**config.mk**
```make
export PLATFORM = sky130hd
export DESIGN_NAME = rle8_bitmap_decoder
export DESIGN_NICKNAME = d
export VERILOG_FILES = /design/src/sv/rle8_pkg.sv /design/src/sv/rle8_in_stage.sv /design/src/sv/rle8_decode.sv /design/src/sv/rle8_out_stage.sv /design/src/sv/rle8_bitmap_decoder.sv
export SDC_FILE = /design/constraint.sdc
export NUM_CORES = 1
export LEC_CHECK = 0
export BUFFER_PORTS_ARGS = -buffer_cell sky130_fd_sc_hd__clkbuf_2
export CAP_MARGIN = 20
export CORE_ASPECT_RATIO = 1.25
export CORE_MARGIN = 1.5
export CORE_UTILIZATION = 35
export DETAILED_ROUTE_END_ITERATION = 8
export GPL_TIMING_DRIVEN = 0
export HOLD_SLACK_MARGIN = 0.05
export MAX_ROUTING_LAYER = met4
export SETUP_SLACK_MARGIN = 0.05
export SLEW_MARGIN = 40
export SYNTH_ARGS = -nofsm -noshare
export SYNTH_HDL_FRONTEND = slang
export SYNTH_SLANG_ARGS = --single-unit
```
**constraint.sdc**
```tcl
create_clock -name aclk -period 12.55 [get_ports aclk]
set_input_delay 3.1375 -clock aclk [delete_from_list [all_inputs] [get_ports aclk]]
set_output_delay 3.1375 -clock aclk [all_outputs]
set_load 0.03 [all_outputs]
```
**src/sv/rle8_pkg.sv**
```systemverilog
// Shared types and constants of the RLE8 bitmap decoder.
package rle8_pkg;

    localparam int RLE8_MAX_DIM = 4096;

    localparam int CFG_W = 13;
    localparam int CFG_IDX_W = 1;

    // Configuration register indexes.
    localparam logic [CFG_IDX_W-1:0] REG_IMAGE_WIDTH = 1'd0;
    localparam logic [CFG_IDX_W-1:0] REG_IMAGE_HEIGHT = 1'd1;

    // Codes that follow an escape byte.
    localparam logic [7:0] ESC_BYTE = 8'd0;
    localparam logic [7:0] ESC_END_OF_LINE = 8'd0;
    localparam logic [7:0] ESC_END_OF_BITMAP = 8'd1;
    localparam logic [7:0] ESC_DELTA = 8'd2;

    typedef enum logic [2:0] {
        PH_COUNT,
        PH_INDEX,
        PH_ESCAPE,
        PH_DX,
        PH_DY,
        PH_LITERAL
    } rle8_phase_t;

    typedef struct packed {
        logic [7:0] data_byte;
        logic       frame_start;
    } rle8_in_t;

    typedef struct packed {
        logic [11:0] row;
        logic [11:0] column;
        logic [7:0]  run_length;
        logic [7:0]  pixel_index;
        logic        line_end;
        logic        image_end;
        logic        clipped;
    } rle8_out_t;

    // One decode step's result toward the output register.
    typedef struct packed {
        logic      valid;
        rle8_out_t data;
    } rle8_res_t;

endpackage

```
**src/sv/rle8_in_stage.sv**
```systemverilog
// Input register that holds one accepted byte until the decoder takes it.
module rle8_in_stage
    import rle8_pkg::*;
(
    input  logic     aclk,
    input  logic     aresetn,
    input  logic     s_valid,
    output logic     s_ready,
    input  rle8_in_t s_data,
    input  logic     take,
    output logic     held_valid,
    output rle8_in_t held_data
);

    logic     valid_reg;
    logic     valid_next;
    rle8_in_t data_reg;

    // The register frees up in the same cycle the decoder consumes it.
    assign s_ready = !valid_reg || take;

    always_comb begin
        valid_next = valid_reg;
        if (s_valid && s_ready) begin
            valid_next = 1'b1;
        end else if (take) begin
            valid_next = 1'b0;
        end
    end

    always_ff @(posedge aclk) begin
        if (!aresetn) begin
            valid_reg <= 1'b0;
        end else begin
            valid_reg <= valid_next;
        end
    end

    always_ff @(posedge aclk) begin
        if (s_valid && s_ready) begin
            data_reg <= s_data;
        end
    end

    assign held_valid = valid_reg;
    assign held_data  = data_reg;

endmodule

```
**src/sv/rle8_decode.sv**
```systemverilog
// Byte-level RLE8 decode state machine and write descriptor generation.
module rle8_decode
    import rle8_pkg::*;
#(
    parameter int MAX_DIMENSION = RLE8_MAX_DIM
) (
    input  logic     aclk,
    input  logic     aresetn,
    input  logic     step,
    input  rle8_in_t in_data,
    input  logic [$clog2(MAX_DIMENSION+1)-1:0] width,
    input  logic [$clog2(MAX_DIMENSION+1)-1:0] height,
    output rle8_res_t res
);

    localparam int DW = $clog2(MAX_DIMENSION + 1);
    localparam int KW = ((DW > 8) ? DW : 8) + 1;
    localparam logic [DW-1:0] MAX_D = DW'(MAX_DIMENSION);

    rle8_phase_t   phase_reg, phase_next, phase_cur;
    logic [7:0]    held_reg, held_next, held_cur;
    logic [7:0]    lit_reg, lit_next, lit_cur;
    logic          pad_reg, pad_next, pad_cur;
    logic [DW-1:0] row_reg, row_next, row_cur;
    logic [DW-1:0] col_reg, col_next, col_cur;
    logic          fin_reg, fin_next, fin_cur;

    logic [7:0]    b;
    logic [7:0]    run_count;
    logic          outside;
    logic [DW-1:0] room;
    logic          cut;
    logic [DW-1:0] top_row;
    logic [DW-1:0] col_after;
    rle8_out_t     run_out;

    // Add a byte to a cursor coordinate, saturating at the largest dimension.
    function automatic logic [DW-1:0] sat_add(input logic [DW-1:0] a, input logic [7:0] d);
        logic [KW-1:0] s;
        s = KW'(a) + KW'(d);
        return (s > KW'(MAX_DIMENSION)) ? MAX_D : s[DW-1:0];
    endfunction

    assign b = in_data.data_byte;

    // A frame start clears the decode state before the byte is decoded.
    always_comb begin
        if (in_data.frame_start) begin
            phase_cur = PH_COUNT;
            held_cur  = '0;
            lit_cur   = '0;
            pad_cur   = 1'b0;
            row_cur   = '0;
            col_cur   = '0;
            fin_cur   = 1'b0;
        end else begin
            phase_cur = phase_reg;
            held_cur  = held_reg;
            lit_cur   = lit_reg;
            pad_cur   = pad_reg;
            row_cur   = row_reg;
            col_cur   = col_reg;
            fin_cur   = fin_reg;
        end
    end

    // Descriptor for a fill run or a single literal at the current cursor.
    assign run_count = (phase_cur == PH_INDEX) ? held_cur : 8'd1;
    assign outside   = (row_cur >= height) || (col_cur >= width);
    assign room      = width - col_cur;
    assign cut       = KW'(run_count) > KW'(room);
    assign top_row   = height - DW'(1) - row_cur;
    assign col_after = sat_add(col_cur, run_count);

    always_comb begin
        run_out = '0;
        run_out.pixel_index = b;
        if (outside) begin
            run_out.clipped = 1'b1;
        end else begin
            run_out.row        = 12'(top_row);
            run_out.column     = 12'(col_cur);
            run_out.run_length = cut ? 8'(room) : run_count;
            run_out.clipped    = cut;
        end
    end

    always_comb begin
        phase_next = phase_cur;
        held_next  = held_cur;
        lit_next   = lit_cur;
        pad_next   = pad_cur;
        row_next   = row_cur;
        col_next   = col_cur;
        fin_next   = fin_cur;
        res        = '0;
        if (!fin_cur) begin
            case (phase_cur)
                PH_COUNT: begin
                    if (b == ESC_BYTE) begin
                        phase_next = PH_ESCAPE;
                    end else begin
                        held_next  = b;
                        phase_next = PH_INDEX;
                    end
                end
                PH_INDEX: begin
                    res.valid  = 1'b1;
                    res.data   = run_out;
                    col_next   = col_after;
                    held_next  = '0;
                    phase_next = PH_COUNT;
                end
                PH_ESCAPE: begin
                    case (b)
                        ESC_END_OF_LINE: begin
                            res.valid         = 1'b1;
                            res.data.line_end = 1'b1;
                            row_next          = sat_add(row_cur, 8'd1);
                            col_next          = '0;
                            phase_next        = PH_COUNT;
                        end
                        ESC_END_OF_BITMAP: begin
                            res.valid          = 1'b1;
                            res.data.image_end = 1'b1;
                            fin_next           = 1'b1;
                            phase_next         = PH_COUNT;
                        end
                        ESC_DELTA: begin
                            phase_next = PH_DX;
                        end
                        default: begin
                            lit_next   = b;
                            pad_next   = b[0];
                            phase_next = PH_LITERAL;
                        end
                    endcase
                end
                PH_DX: begin
                    held_next  = b;
                    phase_next = PH_DY;
                end
                PH_DY: begin
                    col_next   = sat_add(col_cur, held_cur);
                    row_next   = sat_add(row_cur, b);
                    held_next  = '0;
                    phase_next = PH_COUNT;
                end
                PH_LITERAL: begin
                    if (lit_cur == 8'd0) begin
                        // This byte is the pad after an odd literal count.
                        pad_next   = 1'b0;
                        phase_next = PH_COUNT;
                    end else begin
                        res.valid = 1'b1;
                        res.data  = run_out;
                        col_next  = col_after;
                        lit_next  = lit_cur - 8'd1;
                        if (lit_cur == 8'd1 && !pad_cur) begin
                            phase_next = PH_COUNT;
                        end
                    end
                end
                default: begin
                    phase_next = PH_COUNT;
                end
            endcase
        end
    end

    always_ff @(posedge aclk) begin
        if (!aresetn) begin
            phase_reg <= PH_COUNT;
            held_reg  <= '0;
            lit_reg   <= '0;
            pad_reg   <= 1'b0;
            row_reg   <= '0;
            col_reg   <= '0;
            fin_reg   <= 1'b0;
        end else if (step) begin
            phase_reg <= phase_next;
            held_reg  <= held_next;
            lit_reg   <= lit_next;
            pad_reg   <= pad_next;
            row_reg   <= row_next;
            col_reg   <= col_next;
            fin_reg   <= fin_next;
        end
    end

endmodule

```
**src/sv/rle8_out_stage.sv**
```systemverilog
// Output register that holds one write descriptor until it is taken.
module rle8_out_stage
    import rle8_pkg::*;
(
    input  logic      aclk,
    input  logic      aresetn,
    input  logic      load,
    input  rle8_res_t res,
    output logic      m_valid,
    input  logic      m_ready,
    output rle8_out_t m_data
);

    logic      valid_reg;
    logic      valid_next;
    rle8_out_t data_reg;

    always_comb begin
        valid_next = valid_reg;
        if (load) begin
            valid_next = res.valid;
        end else if (m_ready) begin
            valid_next = 1'b0;
        end
    end

    always_ff @(posedge aclk) begin
        if (!aresetn) begin
            valid_reg <= 1'b0;
        end else begin
            valid_reg <= valid_next;
        end
    end

    always_ff @(posedge aclk) begin
        if (load && res.valid) begin
            data_reg <= res.data;
        end
    end

    assign m_valid = valid_reg;
    assign m_data  = data_reg;

endmodule

```
**src/sv/rle8_bitmap_decoder.sv**
```systemverilog
// Top level of the RLE8 bitmap decoder: configuration, input and output registers.
// A byte accepted into the input register is decoded once the output register is free,
// and any write descriptor it yields is registered in the output register, raising m_valid.
// Throughput: one byte per cycle; the input only stalls while a byte is held and a
// result waits in the output register with m_ready low.
// Reset (aresetn low, synchronous): decode state, cursor and valid flags clear,
// and both image dimensions return to one.
module rle8_bitmap_decoder
    import rle8_pkg::*;
#(
    parameter int MAX_DIMENSION = RLE8_MAX_DIM
) (
    input  logic                 aclk,
    input  logic                 aresetn,
    input  logic                 cfg_write,
    input  logic [CFG_IDX_W-1:0] cfg_index,
    input  logic [CFG_W-1:0]     cfg_data,
    input  logic                 s_valid,
    output logic                 s_ready,
    input  rle8_in_t             s_data,
    output logic                 m_valid,
    input  logic                 m_ready,
    output rle8_out_t            m_data
);

    // Cursor coordinates and dimensions must be able to hold MAX_DIMENSION itself.
    localparam int DW = $clog2(MAX_DIMENSION + 1);
    localparam int CW = (DW > CFG_W) ? DW : CFG_W;

    logic [DW-1:0] width_reg;
    logic [DW-1:0] width_next;
    logic [DW-1:0] height_reg;
    logic [DW-1:0] height_next;
    logic [DW-1:0] cfg_clamped;

    logic      held_valid;
    rle8_in_t  held_data;
    logic      step;
    rle8_res_t res;

    // The dimensions are clamped to 1..MAX_DIMENSION once, when they are written,
    // so the decode path only sees legal values.
    always_comb begin
        if (cfg_data == '0) begin
            cfg_clamped = DW'(1);
        end else if (CW'(cfg_data) > CW'(MAX_DIMENSION)) begin
            cfg_clamped = DW'(MAX_DIMENSION);
        end else begin
            cfg_clamped = DW'(cfg_data);
        end
    end

    always_comb begin
        width_next  = width_reg;
        height_next = height_reg;
        if (cfg_write) begin
            case (cfg_index)
                REG_IMAGE_WIDTH:  width_next = cfg_clamped;
                REG_IMAGE_HEIGHT: height_next = cfg_clamped;
                default: begin
                    width_next  = width_reg;
                    height_next = height_reg;
                end
            endcase
        end
    end

    always_ff @(posedge aclk) begin
        if (!aresetn) begin
            width_reg  <= DW'(1);
            height_reg <= DW'(1);
        end else begin
            width_reg  <= width_next;
            height_reg <= height_next;
        end
    end

    // A held byte is decoded whenever the output register is empty or being
    // drained this cycle. Bytes that make no result still advance the state.
    assign step = held_valid && (!m_valid || m_ready);

    rle8_in_stage u_in_stage (
        .aclk       (aclk),
        .aresetn    (aresetn),
        .s_valid    (s_valid),
        .s_ready    (s_ready),
        .s_data     (s_data),
        .take       (step),
        .held_valid (held_valid),
        .held_data  (held_data)
    );

    rle8_decode #(
        .MAX_DIMENSION (MAX_DIMENSION)
    ) u_decode (
        .aclk    (aclk),
        .aresetn (aresetn),
        .step    (step),
        .in_data (held_data),
        .width   (width_reg),
        .height  (height_reg),
        .res     (res)
    );

    // The output register loads on every decode step; a step without a result
    // empties it, which is safe because a step only happens when it is free.
    rle8_out_stage u_out_stage (
        .aclk    (aclk),
        .aresetn (aresetn),
        .load    (step),
        .res     (res),
        .m_valid (m_valid),
        .m_ready (m_ready),
        .m_data  (m_data)
    );

endmodule

```
==> metrics.txt <==
Comb power frac=0.173; hold path startpoint=width_reg[3]; final setup margin=5.59 ns; vias in the first global route=9760; IO buf count=72; Internal Pwr Total=775 uW; # clock sinks=127; TritonCTS clock tree=done; Ports=73; XOR/XNOR Fraction of Synth Area=0.0313; Switching Share=0.299; Leak Pwr=0.00451 uW; CP startpoint=m_ready; Num CTS Buffers=17; fillcell total=2911; Post-CTS Setup Bufs=0; syn_nets=1374; largest family of logic cells by synthesized area=simple AND/OR/NAND/NOR gates; full die area=29800 um2; CP endpoint kind=primary output; synth warn=0; Worst Setup Start Kind=input pin; CTS H-tree depth=4; hold_buf cts=0; Mean Syn Cell Area=7.89 um2; CP Max Fanout=5; Clock Power Share=0.418; share of cells above drive strength 1=0.108; clk slew on worst S/H paths=0.06 ns; R2R setup slack=5.59 ns; CP required=9.41 ns; P per Cell Area=96.2 nW/um2; Setup TNS Final=0 ns; Worst Tran Pin Value=0.849 ns; Yosys cell types=89; Achievable Freq=144 MHz; total wire length=35300 um; clk root buf=clkbuf_16; Slew headroom=0.434; quantity of gates resized following cts=0; FF+latch count, synth=127; grt ovf=0; Max Cap Viol=0; area grow syn2layout=14.2%; fin crit share=0.555; GRT Overall Usage=0.244; ys flop type=dfxtp_1; R2R depth=24; skew final=0.0128 ns; RR Startpoint=u_in_stage.held_data[0]; Adder-Cell Fraction of Synth Area=0.0900; asr flop ratio synth=0; largest net degree at the start of global routing=17; Pre-antenna DRT Iters=8; class of the most critical setup path=input pin to primary output; Core ar.=28400 um2; dpl hpwl=26900 um; final setup vio count=0; Vias/cell=5.88; worst slack at placement=5.57 ns; hold path cells=2; die height=193 um; minimum clock period=6.96 ns; hold crit path type=flop to flop; Compound-Gate Fraction of Synth Area=0.252; ant diodes=0; worst skew pair latency=0.44 ns; Initial Utilization=0.354; Max VDD drop=0.0710 mV; # nets final=1469; Hold Violations, Final=0; EDFF count, synth=52; unrepaired setup endpoints after global routing=no; Psw=331 uW; Crit path arrival time=3.82 ns; die width=155 um; Syn Inst Count=1276; GP Congestion=0.970; sequential element share of the synthesized area=0.304; # DRC=0; first-pass GRT wire length=54100 um; Clock Tree Buf Depth=2; post-route ant nets=0; mux contribution to synthesized area=0.0180; initial antenna violation count=0; Seq pwr share=0.409; standard-cell rows=69; via count=10218; simple-gate share of the synthesized area=0.253; routed len/inst=20.3 um; Slew Limit Fails=0; Post-Syn Area=10100 um2; max FFs per register=43; initial drt markers=880; outcome=finished, final reports clean
path summary, 6_finish.rpt:
| path | end |
|---|---|
| max reg2reg | u_out_stage.m_data[17] |
| max | s_ready |
| min reg2reg | width_reg[3] |
| min | width_reg[3] |
per-layer routing:
metal / GRT usage / vias up / part of all wire
li1: - / 4900 / -
met1: 0.274 / 4790 / 0.41
met2: 0.412 / 413 / 0.47
met3: 0.0341 / 115 / 0.054
met4: 0.154 / 0 / 0.060
met5: - / - / 0
cells in the mapped netlist, types with 10 or more instances:
| library cell | count | area, um2 |
|---|---|---|
| inv_1 | 63 | 236 |
| nor3_1 | 29 | 145 |
| ha_1 | 66 | 826 |
| nand4_1 | 16 | 100 |
| edfxtp_1 | 52 | 1560 |
| a22oi_1 | 20 | 150 |
| nand2_1 | 147 | 552 |
| nor2b_1 | 34 | 213 |
| dfxtp_1 | 75 | 1500 |
| or4_1 | 10 | 75.1 |
| clkbuf_1 | 46 | 173 |
| and2_1 | 26 | 163 |
| nand2b_1 | 16 | 100 |
| nand3_1 | 37 | 185 |
| nor4_1 | 14 | 87.6 |
| xnor2_1 | 21 | 184 |
| mux2i_1 | 10 | 100 |
| nor2_1 | 115 | 432 |
| a21oi_1 | 110 | 551 |
| o211ai_1 | 14 | 105 |
| a211oi_1 | 22 | 165 |
| a21o_1 | 22 | 165 |
| o21ai_0 | 59 | 295 |
| and3_1 | 12 | 75.1 |
| o21ai_1 | 14 | 70.1 |
| a31oi_1 | 19 | 119 |
| or3_1 | 11 | 68.8 |
| o21a_1 | 12 | 90.1 |
| xor2_1 | 15 | 131 |
power groups by stage:
stage               Clock (uW)  Combinational, uW  Sequential [uW]
global route               485                210              453
CTS                        470                189              451
finish                     462                192              452
floorplan                    0                132              455
detailed placement           0                188              460
global placement             0                184              460
area by class of cell:
type	count	area, um2	share of cell area
multi-input combinational	1017	6520	0.567
sequential	127	3060	0.266
clock buffer	25	495	0.0431
tap	355	444	0.0386
timing repair buffer	76	415	0.0361
buffer	63	262	0.0227
inverter	69	259	0.0225
clock inverter	6	36.3	0.00316
stage by stage:
step / cell area [um2] / std cells / power (uW) / hold WS (ns) / util
finish: 11500 / 1738 / 1110 / 0.459 / 0.405
global route: 11500 / 1738 / 1150 / 0.479 / 0.405
CTS: 11500 / 1738 / 1110 / 0.460 / 0.405
detailed placement: 11000 / 1707 / 648 / 0.451 / 0.386
global placement: 10900 / 1703 / 645 / 0.447 / 0.383
floorplan: 10100 / 1276 / 587 / 0.432 / -
kinds of logic (layout without fill, tap and decap cells):
logic type,count (synthesis),after routing
xor+xnor,36,36
compound gates,387,387
simple gates,507,507
buf+inv,132,239
fa+ha+maj,70,70
flops,127,127
mux,17,17
cell usage in the layout, fill, tap and decap left out, drive strengths merged, types with 16 or more instances in the layout:
cell type  instances
a21oi            110
a31oi             19
nor2             116
ha                66
nand4             16
nor2b             34
dfxtp             75
a22oi             20
edfxtp            52
and2              26
a211oi            22
clkbuf           143
xnor2             21
o21ai             73
inv               67
buf               20
nand2b            16
nand3             37
nor3              31
nand2            147
a21o              22
critical path, stage by stage:
cell	delay [ns]
clkbuf_2	0.08
nor2b_1	0.27
nand2_1	0.13
clkbuf_2	0.20
Power figures use the tool's default switching activity.
